## config.mk

```make
export PLATFORM = sky130hd
export DESIGN_NAME = binding_slot_allocator_top
export DESIGN_NICKNAME = d
export VERILOG_FILES = /design/src/rtl/core/bsa_pkg.sv /design/src/rtl/core/binding_slot_allocator_top.sv /design/src/rtl/core/bsa_ram.sv /design/src/rtl/core/bsa_find.sv
export SDC_FILE = /design/constraint.sdc
export NUM_CORES = 1
export LEC_CHECK = 0
export ABC_AREA = 1
export ABC_CLOCK_PERIOD_IN_PS = 19700
export BUFFER_PORTS_ARGS = -buffer_cell sky130_fd_sc_hd__buf_2
export CAP_MARGIN = 10
export CORE_ASPECT_RATIO = 0.75
export CORE_MARGIN = 2
export CORE_UTILIZATION = 50
export CTS_CLUSTER_SIZE = 24
export DETAILED_ROUTE_END_ITERATION = 8
export PLACE_DENSITY = 0.68
export REMOVE_ABC_BUFFERS = 1
export SKIP_LAST_GASP = 1
export SLEW_MARGIN = 20
export SYNTH_ARGS = -nofsm -noshare
export SYNTH_HDL_FRONTEND = slang
export SYNTH_SLANG_ARGS = --single-unit
```

## constraint.sdc

```tcl
create_clock -name clk -period 19.7 [get_ports clk]
set_input_delay 2.955 -clock clk [delete_from_list [all_inputs] [get_ports clk]]
set_output_delay 2.955 -clock clk [all_outputs]
set_load 0.02 [all_outputs]
```

## src/rtl/core/bsa_pkg.sv

```systemverilog
// ----------------------------------------------------------------------------
// bsa_pkg
// Shared types and field widths of the binding slot allocator.
// ----------------------------------------------------------------------------
`default_nettype none

package bsa_pkg;

  // Field widths of the stream payloads
  localparam int unsigned FUNC_W  = 2;
  localparam int unsigned SPACE_W = 4;
  localparam int unsigned SLOT_W  = 7;
  localparam int unsigned GRANT_W = 6;
  localparam int unsigned START_W = 6;
  localparam int unsigned IN_DATA_W  = 16;
  localparam int unsigned OUT_DATA_W = 8;
  localparam int unsigned CFG_IDX_W  = 1;

  // Request kinds
  typedef enum logic [FUNC_W-1:0] {
    FUNC_RESERVE       = 2'd0,
    FUNC_TAKE_AUTO     = 2'd1,
    FUNC_TAKE_BINDLESS = 2'd2,
    FUNC_RESTART       = 2'd3
  } func_t;

  // Configuration register indexes
  typedef enum logic [CFG_IDX_W-1:0] {
    CFG_AUTO_START     = 1'b0,
    CFG_BINDLESS_START = 1'b1
  } cfg_idx_t;

  // Sequencer states, one-hot
  typedef enum logic [1:0] {
    ST_IDLE = 2'b01,
    ST_EXEC = 2'b10
  } state_t;

endpackage

`default_nettype wire

```

## src/rtl/core/binding_slot_allocator_top.sv

```systemverilog
// ----------------------------------------------------------------------------
// binding_slot_allocator_top
// Next-fit bitmap slot allocator with per-space auto and bindless cursors.
// ----------------------------------------------------------------------------
// Each request runs as an issue step and an execute step: the issue step
// starts the synchronous read of the space's bitmap word and cursor pair, the
// execute step searches the word with a masked priority encoder, writes both
// memories back and loads the result register. The read-modify-write of one
// memory entry keeps one request in flight at a time; a new request is
// taken only when the output register is empty or its result leaves at the
// same edge, so a stalled result holds off the next request. No clearing pass
// runs after reset: per-space valid flags make unwritten bitmap words read
// as empty and unstarted cursors read as the configured start slot.
// ----------------------------------------------------------------------------
`default_nettype none

module binding_slot_allocator_top
  import bsa_pkg::*;
#(
  parameter int unsigned SLOTS  = 64,
  parameter int unsigned SPACES = 8
) (
  input  wire logic                  clk,
  input  wire logic                  rst_n,
  // Request channel
  input  wire logic                  in_tvalid,
  output logic                       in_tready,
  input  wire logic [IN_DATA_W-1:0]  in_tdata,   // space[3:0], slot[10:4], zero pad
  input  wire logic [FUNC_W-1:0]     in_tuser,   // func[1:0]
  // Result channel
  output logic                       out_tvalid,
  input  wire logic                  out_tready,
  output logic      [OUT_DATA_W-1:0] out_tdata,  // granted_slot[5:0], zero pad
  output logic                       out_tuser,  // full_res[0]
  // Configuration
  input  wire logic                  cfg_wr_en,
  input  wire logic [CFG_IDX_W-1:0]  cfg_index,
  input  wire logic [START_W-1:0]    cfg_wdata
);

  localparam int unsigned SW = (SPACES > 1) ? $clog2(SPACES) : 1;
  localparam int unsigned LW = $clog2(SLOTS);
  localparam int unsigned CW = ($clog2(SLOTS + 1) > START_W) ? $clog2(SLOTS + 1) : START_W;

  // Configuration registers
  logic [START_W-1:0] auto_start_r;
  logic [START_W-1:0] bl_start_r;

  always_ff @(posedge clk) begin
    if (!rst_n) begin
      auto_start_r <= '0;
      bl_start_r   <= '0;
    end else if (cfg_wr_en) begin
      case (cfg_idx_t'(cfg_index))
        CFG_AUTO_START:     auto_start_r <= cfg_wdata;
        CFG_BINDLESS_START: bl_start_r   <= cfg_wdata;
        default: ;
      endcase
    end
  end

  // Request decode
  logic              in_accept;
  logic [SPACE_W-1:0] in_space;
  logic [SLOT_W-1:0]  in_slot;
  logic [31:0]        in_space_ext;
  logic [31:0]        in_slot_ext;
  logic               in_sp_ok;
  logic               in_slot_ok;
  logic [SW-1:0]      in_sp_idx;
  logic [LW-1:0]      in_slot_idx;

  state_t state_r, state_nxt;
  logic   out_valid_r;

  assign in_tready    = (state_r == ST_IDLE) && (!out_valid_r || out_tready);
  assign in_accept    = in_tvalid && in_tready;
  assign in_space     = in_tdata[3:0];
  assign in_slot      = in_tdata[10:4];
  assign in_space_ext = 32'(in_space[SPACE_W-2:0]);
  assign in_slot_ext  = 32'(in_slot[SLOT_W-2:0]);
  assign in_sp_ok     = !in_space[SPACE_W-1] && (in_space_ext < SPACES);
  assign in_slot_ok   = !in_slot[SLOT_W-1] && (in_slot_ext < SLOTS);
  assign in_sp_idx    = in_space_ext[SW-1:0];
  assign in_slot_idx  = in_slot_ext[LW-1:0];

  // Hold the accepted request
  func_t         req_func_r;
  logic [SW-1:0] req_sp_r;
  logic          req_sp_ok_r;
  logic [LW-1:0] req_slot_r;
  logic          req_slot_ok_r;

  always_ff @(posedge clk) begin
    if (in_accept) begin
      req_func_r    <= func_t'(in_tuser);
      req_sp_r      <= in_sp_idx;
      req_sp_ok_r   <= in_sp_ok;
      req_slot_r    <= in_slot_idx;
      req_slot_ok_r <= in_slot_ok;
    end
  end

  // Sequencer
  always_comb begin
    state_nxt = state_r;
    case (state_r)
      ST_IDLE: if (in_accept) state_nxt = ST_EXEC;
      ST_EXEC: state_nxt = ST_IDLE;
      default: state_nxt = ST_IDLE;
    endcase
  end

  always_ff @(posedge clk) begin
    if (!rst_n) begin
      state_r <= ST_IDLE;
    end else begin
      state_r <= state_nxt;
    end
  end

  logic exec;
  assign exec = (state_r == ST_EXEC);

  // Memories: bitmap word and cursor pair per space
  logic              map_wr_en;
  logic [SLOTS-1:0]  map_wr_data;
  logic [SLOTS-1:0]  map_rd_data;
  logic              cur_wr_en;
  logic [2*CW-1:0]   cur_wr_data;
  logic [2*CW-1:0]   cur_rd_data;

  bsa_ram #(.WIDTH(SLOTS), .DEPTH(SPACES)) u_map_ram (
    .clk     (clk),
    .wr_en   (map_wr_en),
    .wr_addr (req_sp_r),
    .wr_data (map_wr_data),
    .rd_en   (in_accept),
    .rd_addr (in_sp_idx),
    .rd_data (map_rd_data)
  );

  bsa_ram #(.WIDTH(2 * CW), .DEPTH(SPACES)) u_cur_ram (
    .clk     (clk),
    .wr_en   (cur_wr_en),
    .wr_addr (req_sp_r),
    .wr_data (cur_wr_data),
    .rd_en   (in_accept),
    .rd_addr (in_sp_idx),
    .rd_data (cur_rd_data)
  );

  // Per-space valid and cursor-started flags
  logic [SPACES-1:0] map_vld_r;
  logic [SPACES-1:0] auto_set_r;
  logic [SPACES-1:0] bl_set_r;

  // Execute: search, update and write back
  logic             is_take;
  logic             is_auto;
  logic             take_ok;
  logic             cur_set;
  logic [CW-1:0]    cur_raw;
  logic [CW-1:0]    cursor;
  logic [SLOTS-1:0] map_word;
  logic             find_found;
  logic [LW-1:0]    find_idx;
  logic [CW-1:0]    cur_new;
  logic [SLOTS-1:0] mark_vec;
  logic [31:0]      grant_ext;

  assign is_take  = (req_func_r == FUNC_TAKE_AUTO) || (req_func_r == FUNC_TAKE_BINDLESS);
  assign is_auto  = (req_func_r == FUNC_TAKE_AUTO);
  assign take_ok  = is_take && req_sp_ok_r;
  assign cur_set  = is_auto ? auto_set_r[req_sp_r] : bl_set_r[req_sp_r];
  assign cur_raw  = is_auto ? cur_rd_data[CW-1:0] : cur_rd_data[2*CW-1:CW];
  assign cursor   = cur_set ? cur_raw : CW'(is_auto ? auto_start_r : bl_start_r);
  assign map_word = map_vld_r[req_sp_r] ? map_rd_data : '0;

  bsa_find #(.SLOTS(SLOTS), .LW(LW), .CW(CW)) u_find (
    .used   (map_word),
    .cursor (cursor),
    .found  (find_found),
    .idx    (find_idx)
  );

  always_comb begin
    mark_vec = '0;
    if (is_take) begin
      mark_vec[find_idx] = 1'b1;
    end else begin
      mark_vec[req_slot_r] = 1'b1;
    end
  end

  assign cur_new     = find_found ? (CW'(find_idx) + CW'(1)) : cursor;
  assign map_wr_en   = exec && ((req_func_r == FUNC_RESERVE && req_sp_ok_r && req_slot_ok_r)
                                || (take_ok && find_found));
  assign map_wr_data = map_word | mark_vec;
  assign cur_wr_en   = exec && take_ok;
  assign cur_wr_data = is_auto ? {cur_rd_data[2*CW-1:CW], cur_new}
                               : {cur_new, cur_rd_data[CW-1:0]};
  assign grant_ext   = 32'(find_idx);

  // Flag bookkeeping; a restart drops every cursor at once
  always_ff @(posedge clk) begin
    if (!rst_n) begin
      map_vld_r  <= '0;
      auto_set_r <= '0;
      bl_set_r   <= '0;
    end else if (exec) begin
      if (map_wr_en) begin
        map_vld_r[req_sp_r] <= 1'b1;
      end
      if (req_func_r == FUNC_RESTART) begin
        auto_set_r <= '0;
        bl_set_r   <= '0;
      end else if (take_ok) begin
        if (is_auto) begin
          auto_set_r[req_sp_r] <= 1'b1;
        end else begin
          bl_set_r[req_sp_r] <= 1'b1;
        end
      end
    end
  end

  // Result register
  logic [GRANT_W-1:0] grant_r;
  logic               full_r;

  always_ff @(posedge clk) begin
    if (!rst_n) begin
      out_valid_r <= 1'b0;
    end else if (exec) begin
      out_valid_r <= 1'b1;
    end else if (out_tready) begin
      out_valid_r <= 1'b0;
    end
  end

  always_ff @(posedge clk) begin
    if (exec) begin
      grant_r <= (take_ok && find_found) ? grant_ext[GRANT_W-1:0] : '0;
      full_r  <= is_take && (!req_sp_ok_r || !find_found);
    end
  end

  assign out_tvalid = out_valid_r;
  assign out_tdata  = {{(OUT_DATA_W - GRANT_W){1'b0}}, grant_r};
  assign out_tuser  = full_r;

endmodule

`default_nettype wire

```

## src/rtl/core/bsa_ram.sv

```systemverilog
// ----------------------------------------------------------------------------
// bsa_ram
// Generic single-write, single-read RAM with a registered read port.
// ----------------------------------------------------------------------------
`default_nettype none

module bsa_ram #(
  parameter int unsigned WIDTH = 64,
  parameter int unsigned DEPTH = 8
) (
  input  wire logic                                   clk,
  input  wire logic                                   wr_en,
  input  wire logic [(DEPTH > 1 ? $clog2(DEPTH) : 1)-1:0] wr_addr,
  input  wire logic [WIDTH-1:0]                       wr_data,
  input  wire logic                                   rd_en,
  input  wire logic [(DEPTH > 1 ? $clog2(DEPTH) : 1)-1:0] rd_addr,
  output logic      [WIDTH-1:0]                       rd_data
);

  logic [WIDTH-1:0] mem_r [DEPTH];
  logic [WIDTH-1:0] rd_data_r;

  // Write port
  always_ff @(posedge clk) begin
    if (wr_en) begin
      mem_r[wr_addr] <= wr_data;
    end
  end

  // Registered read port
  always_ff @(posedge clk) begin
    if (rd_en) begin
      rd_data_r <= mem_r[rd_addr];
    end
  end

  assign rd_data = rd_data_r;

endmodule

`default_nettype wire

```

## src/rtl/core/bsa_find.sv

```systemverilog
// ----------------------------------------------------------------------------
// bsa_find
// Masked priority encoder: lowest free slot at or above the cursor.
// ----------------------------------------------------------------------------
`default_nettype none

module bsa_find #(
  parameter int unsigned SLOTS = 64,
  parameter int unsigned LW    = 6,
  parameter int unsigned CW    = 7
) (
  input  wire logic [SLOTS-1:0] used,
  input  wire logic [CW-1:0]    cursor,
  output logic                  found,
  output logic      [LW-1:0]    idx
);

  logic [SLOTS-1:0] free_vec;

  // Keep only free slots at or above the cursor
  always_comb begin
    for (int i = 0; i < SLOTS; i++) begin
      free_vec[i] = !used[i] && ($unsigned(i) >= 32'(cursor));
    end
  end

  // Pick the lowest candidate
  always_comb begin
    idx = '0;
    for (int i = SLOTS - 1; i >= 0; i--) begin
      if (free_vec[i]) begin
        idx = LW'(i);
      end
    end
  end

  assign found = |free_vec;

endmodule

`default_nettype wire
```

Yosys cells after proc, flatten, opt, wreduce, memory -nomap -nowiden
Memories as Yosys holds them, arrays and structs flattened. A register that Yosys moved wholly into a read port is not among the register bits.
Cells that the tools add are included.
Word-level totals
  bits in registers: 59
  bits in latches: 0
  bits in writable memories: 624
  memory bits (read-only): 0
  logic and storage cells: 358
  memories: 2
Cells by class
  add/sub/neg operators: 1
  multipliers: 0
  div/mod/pow operators: 0
  magnitude comparators: 72
  equality and inequality tests: 6
  shifts and indexed selects: 0
  multiplexer cells: 96
  bitwise operators: 5
  reduce and logical (&&, ||, !) cells: 162
Memory list
  u_map_ram.mem_r: words 8, bits a word 64, rd ports 1, clocked after Yosys merged registers in 1, write ports 1, RTL line bsa_ram.sv:20  | logic [WIDTH-1:0] mem_r [DEPTH];
  u_cur_ram.mem_r: words 8, bits a word 14, rd ports 1, clocked after Yosys merged registers in 1, write ports 1, RTL line bsa_ram.sv:20
Operators with widths (count)
  $mux 6: 65
  $ge 6x7->1 const A: 32
  $mux 64: 2
  $ge 5x7->1 const A: 16
  $logic_and 1x1->1: 78
  $logic_not 1->1: 69
  $or 64x64->64: 1
  $reduce_or 64->1: 1
  $ge 4x7->1 const A: 8
  $mux 8: 6
  $ge 3x7->1 const A: 4
  $or 8x8->8: 3
  $lt 6x7->1 const B: 3
  $mux 7: 3
  $ge 1x7->1 const A: 2
  $ge 2x7->1 const A: 2
  $mux 14: 1
  $mux 1: 13
  $demux 1 s6: 2
  $ge 6x1->1 const B: 2
  $bmux 1 s3: 3
  $lt 3x4->1 const B: 2
  $reduce_and 2->1: 4
  $add 6x1->7 const B: 1
  other kinds (10): 19

Longest topological paths before layout
Gate-level depths: netlist of run 1.
  word-level depth: 76
  depth in mapped cells: 86
  gate-level depth less buffers: 85

By module
Synthesis of run 1 repeated with hierarchy kept, for this count alone.
Unflattened totals
  cell total of the unflattened synthesis: 3919
  area total of the unflattened synthesis: 36107.1 µm²
By module, submodules not included
  bsa_ram at u_map_ram: times used 1, cells each 2294, area an instance 24298.3 µm²
  bsa_ram at u_cur_ram: times used 1, cells each 515, area an instance 5402.7 µm²
  binding_slot_allocator_top: times used 1, cells each 745, area an instance 4693.3 µm²
  bsa_find: times used 1, cells each 365, area an instance 1712.9 µm²

Least setup slack after synthesis of run 1
OpenSTA, ideal clock, no wires.
  kind: register -> register
  start point: reg req_sp_r[0]
  end point: mem u_map_ram.mem_r[0][0], enable pin
  library setup time: 488 ps
  arrival: 6298 ps
  setup slack: 12914 ps
  stages on the path, launching flop included: 28
  path buffers: 8
  cells stage by stage: edfxtp_1 -> buf_4 -> nand2_1 -> inv_1 -> nand2_1 -> nand2_1 -> a221oi_1 -> nand4_1 -> clkbuf_1 -> buf_2 -> buf_1 -> buf_2 -> buf_2 -> buf_2 -> buf_1 -> nand2_1 -> nand3_1 -> nand2_1 -> nor2_1 -> nand2_1 -> nor2_1 -> nand2_1 -> nor3_1 -> inv_1 -> nand2_1 -> nand2_1 -> nand2_1 -> nor2_1
On the way
  longest elaborated chain between the ends: 12
  elaborated cells between the ends (all ways): 207
  those cells by class: order compare (64); mux (11); reduce/logical (132)
RTL lines
  from (decl): RTL line binding_slot_allocator_top.sv:89  | logic [SW-1:0] req_sp_r;
  from (signal assigned): RTL line binding_slot_allocator_top.sv:97  | req_sp_r <= in_sp_idx;
  $bmux 1 s3: RTL line binding_slot_allocator_top.sv:175  | assign cur_set = is_auto ? auto_set_r[req_sp_r] : bl_set_r[req_sp_r];
  $mux 1 (not written as such): RTL line binding_slot_allocator_top.sv:175
  $mux 1: RTL line binding_slot_allocator_top.sv:175
  $mux 7: RTL line binding_slot_allocator_top.sv:177  | assign cursor = cur_set ? cur_raw : CW'(is_auto ? auto_start_r : bl_start_r);
  $ge 1x7->1 (tied with other cells): RTL line bsa_find.sv:23  | free_vec[i] = !used[i] && ($unsigned(i) >= 32'(cursor));
  $logic_and 1x1->1: RTL line bsa_find.sv:23
  $reduce_or 64->1: RTL line bsa_find.sv:37  | assign found = |free_vec;
  $logic_and 1x1->1: RTL line binding_slot_allocator_top.sv:198  | || (take_ok && find_found));
  $logic_or 1x1->1: RTL line binding_slot_allocator_top.sv:198
  $logic_and 1x1->1: RTL line binding_slot_allocator_top.sv:197  | assign map_wr_en = exec && ((req_func_r == FUNC_RESERVE && req_sp_ok_r && req_slot_ok_r)
  $mux 1: RTL line bsa_ram.sv:25  | if (wr_en) begin
  $mux 1 (not written as such): RTL line bsa_ram.sv:26  | mem_r[wr_addr] <= wr_data;
  to (decl): RTL line bsa_ram.sv:20
Parallel ways exist; a longest one is shown, timed or not. The select of a mux whose other input is x is not followed.

Worst setup path after layout of run 1
  start point: reg req_sp_r[0]
  end point: mem u_cur_ram.mem_r[5][9] (netlist bit), data pin
On the way
  longest elaborated chain between the ends: 73
  elaborated cells between the ends (all ways): 269
  those cells by class: add/sub (1); order compare (64); mux (75); reduce/logical (129)
RTL lines
  $bmux 1 s3: RTL line binding_slot_allocator_top.sv:175
  $mux 1 (not written as such): RTL line binding_slot_allocator_top.sv:175
  $mux 1: RTL line binding_slot_allocator_top.sv:175
  $mux 7: RTL line binding_slot_allocator_top.sv:177
  $ge 6x7->1: RTL line bsa_find.sv:23
  $logic_and 1x1->1: RTL line bsa_find.sv:23
  $mux 6 (63 in series): RTL line bsa_find.sv:31  | if (free_vec[i]) begin
  $mux 6 (*): RTL line bsa_find.sv:31
  net find_idx[0]: RTL line binding_slot_allocator_top.sv:167  | logic [LW-1:0] find_idx;
  $add 6x1->7 (*): RTL line binding_slot_allocator_top.sv:196  | assign cur_new = find_found ? (CW'(find_idx) + CW'(1)) : cursor;
  $mux 7 (*): RTL line binding_slot_allocator_top.sv:196
  $mux 14 (*): RTL line binding_slot_allocator_top.sv:201  | assign cur_wr_data = is_auto ? {cur_rd_data[2*CW-1:CW], cur_new}
  net cur_wr_data[9]: RTL line binding_slot_allocator_top.sv:130  | logic [2*CW-1:0] cur_wr_data;
  to (decl): RTL line bsa_ram.sv:20
Mark *: on every way through the listed nets, which the timed path passes. The rest lies on a longest branch. The select of a mux whose other input is x is not followed.

==> out/qor.yml, run 1 <==
critical_path:
  rrSetupSlack_ps: 11750
  crit_fanout: 12
  required_ps: 20010
  startpoint_type: "flop"
  r2r_end: "u_cur_ram.mem_r[5][9]"
  cpMostUsedCell: "nand2_1"
  cp.arrival_ps: 8260
  worstSetupEndpointType: "flop"
  path_class: "reg -> reg"
  critical_path.max_stage_delay_ps: 670
  crit_start: "req_sp_r[0]"
  cp-endpoint: "u_cur_ram.mem_r[5][9]"
  reg2reg_depth: 80
  r2r_start: "req_sp_r[0]"
  crit_slowest_cell: "o21ai_0"
route:
  detail-route-antenna-nets: 0
  firstDrtPassIters: 8
  routedWlPerCell_um: 21.86
  postRouteWirelength_um: 83030
  vias_per_cell: 5.820
  drt_iter0_markers: 2514
  drc: 0
  vias: 22100
clock_tree:
  h-tree-depth: 3
  clk_latency_ps: 630
  cts_num_sinks: 761
  cts_buffer_depth: 3
  cts-root-buf: "clkbuf_16"
  hold_buffers: 0
  path_clk_slew_ps: 60
  cts_buffers: 73
  post-cts-setup-buffers: 0
  cts_tree: "yes"
  cts_resized: 0
pwr:
  p_leak_nw: 11.85
  worst_ir_drop_vdd_mv: 0.05918
  pwr_density_cell_mw_per_mm2: 100.9
  power.total_w: 0.003594
final_layout:
  area_growth_pct: 11.31
  regArea_mm2: 0.02246
  layout.nets: 2916
  antenna_cells: 0
  post-route-util_pct: 56.13
  multi_input_area_mm2: 0.008720
  stdcell_area_mm2: 0.03562
  n_fill_cell: 5227
  drive_above_1_share_pct: 8.240
synthesis:
  synth.top_cell.area_share_pct: 67.75
  synth_seq_cells: 761
  synth-seq-area-share_pct: 70.19
  synth.distinct_cells: 41
  synth.largest_area_cell: "edfxtp_1"
  ys_top_cells_by_area: "edfxtp_1 (68%), nor2_1 (7.8%), o21ai_0 (5.6%), nand2_1 (5.2%), dfxtp_1 (2.4%)"
  avgSynthCellArea_um2: 11.10
  netlist_instances: 2884
  yosysWarnings: 0
  yosysMostFrequentCell: "edfxtp_1"
  async_reset_ff_share_pct: 0
  synthFlopType: "edfxtp_1"
  synth_edf_count: 722
  synthesis.area_mm2: 0.03200
  synth_common_cells: "edfxtp_1 (722), nor2_1 (666), nand2_1 (447), o21ai_0 (359), clkbuf_1 (117)"
global_routing:
  grt_pass1_wl_um: 124600
  grt_pass1_vias: 20910
  antenna_found_initial: 2
  grt_max_degree: 185
  grt_overflow: 0
  grt_use_total_pct: 25.14
die:
  io_pins: 41
  coreArea_mm2: 0.06346
  die_area_mm2: 0.06606
  rows: 80
  chipWidth_um: 296.1
  fp.dieH_um: 223.1
  start_util_pct: 50.43
timing:
  hold_viol: 0
  slew_violations: 0
  clock_skew_ps: 25.74
  max_freq_ghz: 0.1258
  tightest_slew_ps: 1216
  rsz0062_at_grt: "false"
  finalCritPeriodShare_pct: 40.36
  setup_viol: 0
  min_period_ps: 7951
  tns_ps: 0
  slew_headroom_pct: 18.29
min_path:
  min_from: "bl_start_r[3]"
  min-delay-path-class: "reg -> reg"
place:
  gp_routability_congestion: 0.9699
  port_buffers: 33
  place_hpwl_um: 47880
  placed_area_mm2: 0.03309
outcome:
  status: "completed"
run:
  max-cap-violations: 0
cell type report:
class                      count  area share (%)
clock inverter                44           1.559
tap                          861           3.024
multi-input combinational   1882           24.48
sequential                   761           63.05
inverter                      96           1.075
timing repair buffer          68           1.338
clock buffer                  86           5.472
critical path, delay by kind of cell, from the launching register on:
kind                     cells  cell delay (ps)
buffers and inverters        2              390
AND/OR/NAND/NOR             75             5600
flip-flops                   1              600
adder cells (fa/ha/maj)      1              200
AO/OA/AOI/OAI                2              850
kinds of logic after synthesis:
logic type,count (synthesis),synth area share [%]
simple gates,1280,16.35
compound gates,594,10.26
buf+inv,242,2.971
flops,761,70.19
mux,2,0.06256
fa+ha+maj,4,0.1564
other cells,1,0.01172
metal layers:
| metal | vias to the layer above | part of all wire [%] | wire (um) | GRT usage, % |
|---|---|---|---|---|
| li1 | 10210 | - | - | - |
| met1 | 10760 | 44 | 36400 | 37.75 |
| met2 | 1001 | 45 | 37460 | 38.66 |
| met3 | 135 | 8.9 | 7370 | 3.736 |
| met4 | 0 | 2.2 | 1802 | 6.419 |
| met5 | - | 0 | 0 | 0 |
cells in the final DEF (no fill, tap or decap), types with 7 or more instances in the layout:
master     count
dfxtp_1       39
nand4_1       15
nand2_4        7
nand2_1      447
a21oi_1       26
a31oi_1       88
inv_2          7
clkbuf_16     76
clkinv_2       9
o21a_1         8
inv_1         84
bufinv_16     13
nor2_2        12
buf_2         31
nand2_2       11
o21ai_0      359
o22ai_1       79
edfxtp_1     722
nor2_4        11
o211ai_1      23
clkbuf_1       9
nor3_1        14
nor2_1       650
buf_4         33
clkinv_1      16
nand3_1       94
sequential cells by signal (all words and copies together), names as in the netlist, 2 cells and up:
signal,count
bl_set_r,8
req_sp_r,3
u_cur_ram.mem_r,112
req_slot_r,6
auto_start_r,6
u_map_ram.rd_data,64
req_func_r,2
map_vld_r,8
bl_start_r,6
u_map_ram.mem_r,512
auto_set_r,8
u_cur_ram.rd_data,14
grant_r,6
state_r,2
report_power, final:
group          switching [W]  total [W]  leakage, nW  internal [W]
logic               0.000242   0.000317         4.14     0.0000752
clock network       0.000589    0.00147         1.23      0.000878
registers          0.0000115    0.00181         6.48       0.00180
total               0.000842    0.00359         11.8       0.00275
stage by stage:
stage	setup slack, ps	hold WS [ps]	cells
floorplan	12180	423.8	2739
global placement	11960	437.8	3667
detailed placement	11960	447.0	3667
CTS	11900	456.1	3797
global route	10950	478.0	3798
finish	11750	453.2	3798
worst min path at each step:
stage / slack [ps] / to / depth (start not counted)
2_1_floorplan: 420 / bl_start_r[0] / 2
3_3_place_gp: 440 / bl_start_r[3] / 2
3_5_place_dp: 450 / bl_start_r[3] / 2
4_1_cts: 460 / bl_start_r[3] / 2
5_1_grt: 480 / auto_set_r[0] / 2
6_report: 450 / bl_start_r[3] / 2
(Power assumes the default switching activity.)
==> run 2, diff against run 1 <==
--- a/config.mk
+++ b/config.mk
@@ -5,8 +5,8 @@
 export SDC_FILE = /design/constraint.sdc
 export NUM_CORES = 1
 export LEC_CHECK = 0
-export ABC_AREA = 1
-export ABC_CLOCK_PERIOD_IN_PS = 19700
+export ABC_AREA = 0
+export ABC_CLOCK_PERIOD_IN_PS = 7150
 export BUFFER_PORTS_ARGS = -buffer_cell sky130_fd_sc_hd__buf_2
 export CAP_MARGIN = 10
 export CORE_ASPECT_RATIO = 0.75
@@ -14,7 +14,7 @@
 export CORE_UTILIZATION = 50
 export CTS_CLUSTER_SIZE = 24
 export DETAILED_ROUTE_END_ITERATION = 8
-export PLACE_DENSITY = 0.68
+export PLACE_DENSITY = 0.7
 export REMOVE_ABC_BUFFERS = 1
 export SKIP_LAST_GASP = 1
 export SLEW_MARGIN = 20
==> constraint.sdc (replaced) <==
create_clock -name clk -period 7.15 [get_ports clk]
set_input_delay 1.0725 -clock clk [delete_from_list [all_inputs] [get_ports clk]]
set_output_delay 1.0725 -clock clk [all_outputs]
set_load 0.02 [all_outputs]
==> out/qor.yml, run 2 <==
die:
  coreArea_mm2: 0.06659  # was 0.06346 mm^2
  rows: 82  # was 80
  fp.dieH_um: 228.3  # was 223.1 um
  chipWidth_um: 303.0  # was 296.1 um
  io_pins: 41  # unchanged
  start_util_pct: 50.36  # was 50.43%
  die_area_mm2: 0.06918  # was 0.06606 mm^2
clock_tree:
  cts_buffer_depth: 3  # unchanged
  cts-root-buf: "clkbuf_16"  # unchanged
  path_clk_slew_ps: 60  # about the same
  cts_buffers: 73  # unchanged
  cts_num_sinks: 761  # unchanged
  h-tree-depth: 3  # unchanged
  hold_buffers: 0  # unchanged
  cts_tree: "yes"  # unchanged
  post-cts-setup-buffers: 0  # unchanged
  clk_latency_ps: 650  # was 630 ps
  cts_resized: 0  # unchanged
critical_path:
  reg2reg_depth: 15  # was 80
  worstSetupEndpointType: "flop"  # unchanged
  cp_cell_sequence: "inv_2, o31ai_2, or3_1, nand2_1, buf_4, a21boi_2, a21oi_1, nor4_2, nand3_1, nand2b_1, a31oi_2, nor3_1, nand2_1, buf_4, o221ai_1"
  critical_path.max_stage_delay_ps: 780  # was 670 ps
  startpoint_type: "flop"  # unchanged
  r2r_end: "u_map_ram.mem_r[5][34]"  # was u_cur_ram.mem_r[5][9]
  crit_slowest_cell: "a21boi_2"  # was o21ai_0
  crit_fanout: 29  # was 12
  r2r_start: "req_sp_r[2]"  # was req_sp_r[0]
  cp.arrival_ps: 7000  # was 8260 ps
  crit_start: "req_sp_r[2]"  # was req_sp_r[0]
  required_ps: 7490  # was 20010 ps
  path_class: "reg -> reg"  # unchanged
  cp-endpoint: "u_map_ram.mem_r[5][34]"  # was u_cur_ram.mem_r[5][9]
  rrSetupSlack_ps: 480  # was 11750 ps
final_layout:
  final_cell_count_no_fill: 3169  # was 3798
  mostFrequentLayoutCells: "edfxtp_1 (722), mux4_2 (157), nand2_1 (152)"  # was edfxtp_1 (722), nor2_1 (650), nand2_1 (447)
  regMostFlops: "u_map_ram.mem_r"  # unchanged
  multi_input_area_mm2: 0.01051  # was 0.008720 mm^2
  n_fill_cell: 5072  # was 5227
  final_common_cell: "edfxtp_1"  # unchanged
  drive_above_1_share_pct: 26.61  # was 8.240%
  stdcell_area_mm2: 0.03794  # was 0.03562 mm^2
  post-route-util_pct: 56.98  # was 56.13%
  largest_reg_flops: 512  # unchanged
  area_growth_pct: 13.14  # was 11.31%
  regArea_mm2: 0.02246  # unchanged
  layout.nets: 2261  # was 2916
route:
  drt_iter0_markers: 2840  # was 2514
  detail-route-antenna-nets: 0  # unchanged
  firstDrtPassIters: 6  # was 8
  routedWlPerCell_um: 32.94  # was 21.86 um
  postRouteWirelength_um: 104400  # was 83030 um
  vias_per_cell: 6.619  # was 5.820
  drc: 0  # unchanged
  vias: 20980  # was 22100
min_path:
  hold_depth: 1  # was 2
  min-delay-path-class: "reg -> reg"  # unchanged
timing:
  clock_skew_ps: 31.65  # was 25.74 ps
  max_freq_ghz: 0.1500  # was 0.1258 GHz
  finalCritPeriodShare_pct: 93.23  # was 40.36%
  slew_violations: 0  # unchanged
  tns_ps: 0  # unchanged
  hold-worst-slack_ps: 464.6  # was 453.2 ps
  tightest_slew_ps: 1020  # was 1216 ps
  min_period_ps: 6666  # was 7951 ps
  hold_viol: 0  # unchanged
  setup_viol: 0  # unchanged
  slew_headroom_pct: 31.95  # was 18.29%
  rsz0062_at_grt: "false"  # unchanged
synthesis:
  avgSynthCellArea_um2: 16.09  # was 11.10 um^2
  synth_common_cells: "edfxtp_1 (722), mux4_2 (157), nand2_1 (152), nor2_1 (106), mux2_2 (91)"  # was edfxtp_1 (722), nor2_1 (666), nand2_1 (447), o21ai_0 (359), clkbuf_1 (117)
  synthesis.area_mm2: 0.03354  # was 0.03200 mm^2
  synth_edf_count: 722  # unchanged
  async_reset_ff_share_pct: 0  # unchanged
  yosysMostFrequentCell: "edfxtp_1"  # unchanged
  synth_seq_cells: 761  # unchanged
  synth.distinct_cells: 102  # was 41
  yosysWarnings: 0  # unchanged
  synth.top_cell.area_share_pct: 64.65  # was 67.75%
  synthFlopType: "edfxtp_1"  # unchanged
  ys_top_cells_by_area: "edfxtp_1 (65%), mux4_2 (11%), mux2_2 (3.1%), dfxtp_1 (2.3%), nand2_1 (1.7%)"  # was edfxtp_1 (68%), nor2_1 (7.8%), o21ai_0 (5.6%), nand2_1 (5.2%), dfxtp_1 (2.4%)
  netlist_instances: 2084  # was 2884
  synth-seq-area-share_pct: 66.98  # was 70.19%
  synth.largest_area_cell: "edfxtp_1"  # unchanged
pwr:
  worst_ir_drop_vdd_mv: 0.2001  # was 0.05918 mV
  pwr_density_cell_mw_per_mm2: 261.0  # was 100.9 mW/mm^2
  p_leak_nw: 12.27  # was 11.85 nW
global_routing:
  grt_max_degree: 95  # was 185
  grt_pass1_vias: 20600  # was 20910
  antenna_found_initial: 5  # was 2
  grt_overflow: 0  # unchanged
  grt_use_total_pct: 30.59  # was 25.14%
  grt_pass1_wl_um: 149700  # was 124600 um
place:
  numPlacedInstances: 3034  # was 3667
  place_hpwl_um: 70710  # was 47880 um
  gp_routability_congestion: 0.9996  # was 0.9699
  placed_area_mm2: 0.03568  # was 0.03309 mm^2
  port_buffers: 33  # unchanged
outcome:
  status: "completed"  # unchanged
run:
  max-cap-violations: 0  # unchanged
run 2: cell types whose count changed after synthesis, moves of 67 or more:
cell      change
mux4_2      +157
clkbuf_1     -67
o21ai_0     -307
mux2_2       +91
nand2_1     -295
inv_1        -69
nor2_1      -560
o22ai_1      -75
run 2: routing by layer:
| layer | wire (um) | global-route usage [%] | up-vias |
|---|---|---|---|
| met5 | 13 | 0 | - |
| met4 | 2808 | 8.713 | 2 |
| li1 | - | - | 8869 |
| met1 | 46580 | 47.34 | 10930 |
| met2 | 45480 | 43.50 | 1035 |
| met3 | 9523 | 6.857 | 140 |
run 2: layout make-up:
| type | count | area share, % |
|---|---|---|
| diodes | 2 | 0.01319 |
| clock buffers | 97 | 5.273 |
| clock inverters | 36 | 0.6859 |
| inverters | 21 | 0.2078 |
| multi-input cells | 1184 | 27.70 |
| flip-flops and latches | 761 | 59.20 |
| well taps | 882 | 2.909 |
| repair buffers | 186 | 4.007 |
run 2: logic make-up after synthesis:
logic type | Yosys count | synth area share (%)
buffers and inverters | 140 | 1.985
DFF | 761 | 66.98
and+or+nand+nor | 506 | 7.537
adders and majority gates | 4 | 0.1492
other | 1 | 0.01118
AOI/OAI and AO/OA | 402 | 9.066
muxes | 267 | 14.20
xor gates and xnor gates | 3 | 0.07836
run 2: through the flow:
step           setup slack [ps]  total power (W)
2_1_floorplan             -2725         0.005683
3_5_place_dp              745.4         0.006264
6_report                  484.2         0.009904
4_1_cts                   716.5         0.009919
5_1_grt                   178.2          0.01020
3_3_place_gp              883.7         0.006252
run 2: critical path: cells and delay by family, from the launching register on:
family | cells | cell delay (ps)
and+or+nand+nor | 7 | 2570
AOI/OAI and AO/OA | 5 | 2210
DFF | 1 | 720
buffers and inverters | 3 | 850
run 2: worst min-delay path by stage:
stage / start / endpoint / slack (ps)
after global routing: map_vld_r[2] / map_vld_r[2] / 490
after detailed placement: map_vld_r[1] / map_vld_r[1] / 450
final: map_vld_r[1] / map_vld_r[1] / 460
after floorplan: auto_set_r[1] / auto_set_r[1] / 430
after global placement: auto_set_r[1] / auto_set_r[1] / 440
after CTS: map_vld_r[1] / map_vld_r[1] / 460
run 2: where the power goes:
| group | internal (W) | switching [W] |
|---|---|---|
| clock network | 0.00206 | 0.00163 |
| logic | 0.000385 | 0.000777 |
| registers | 0.00499 | 0.0000556 |
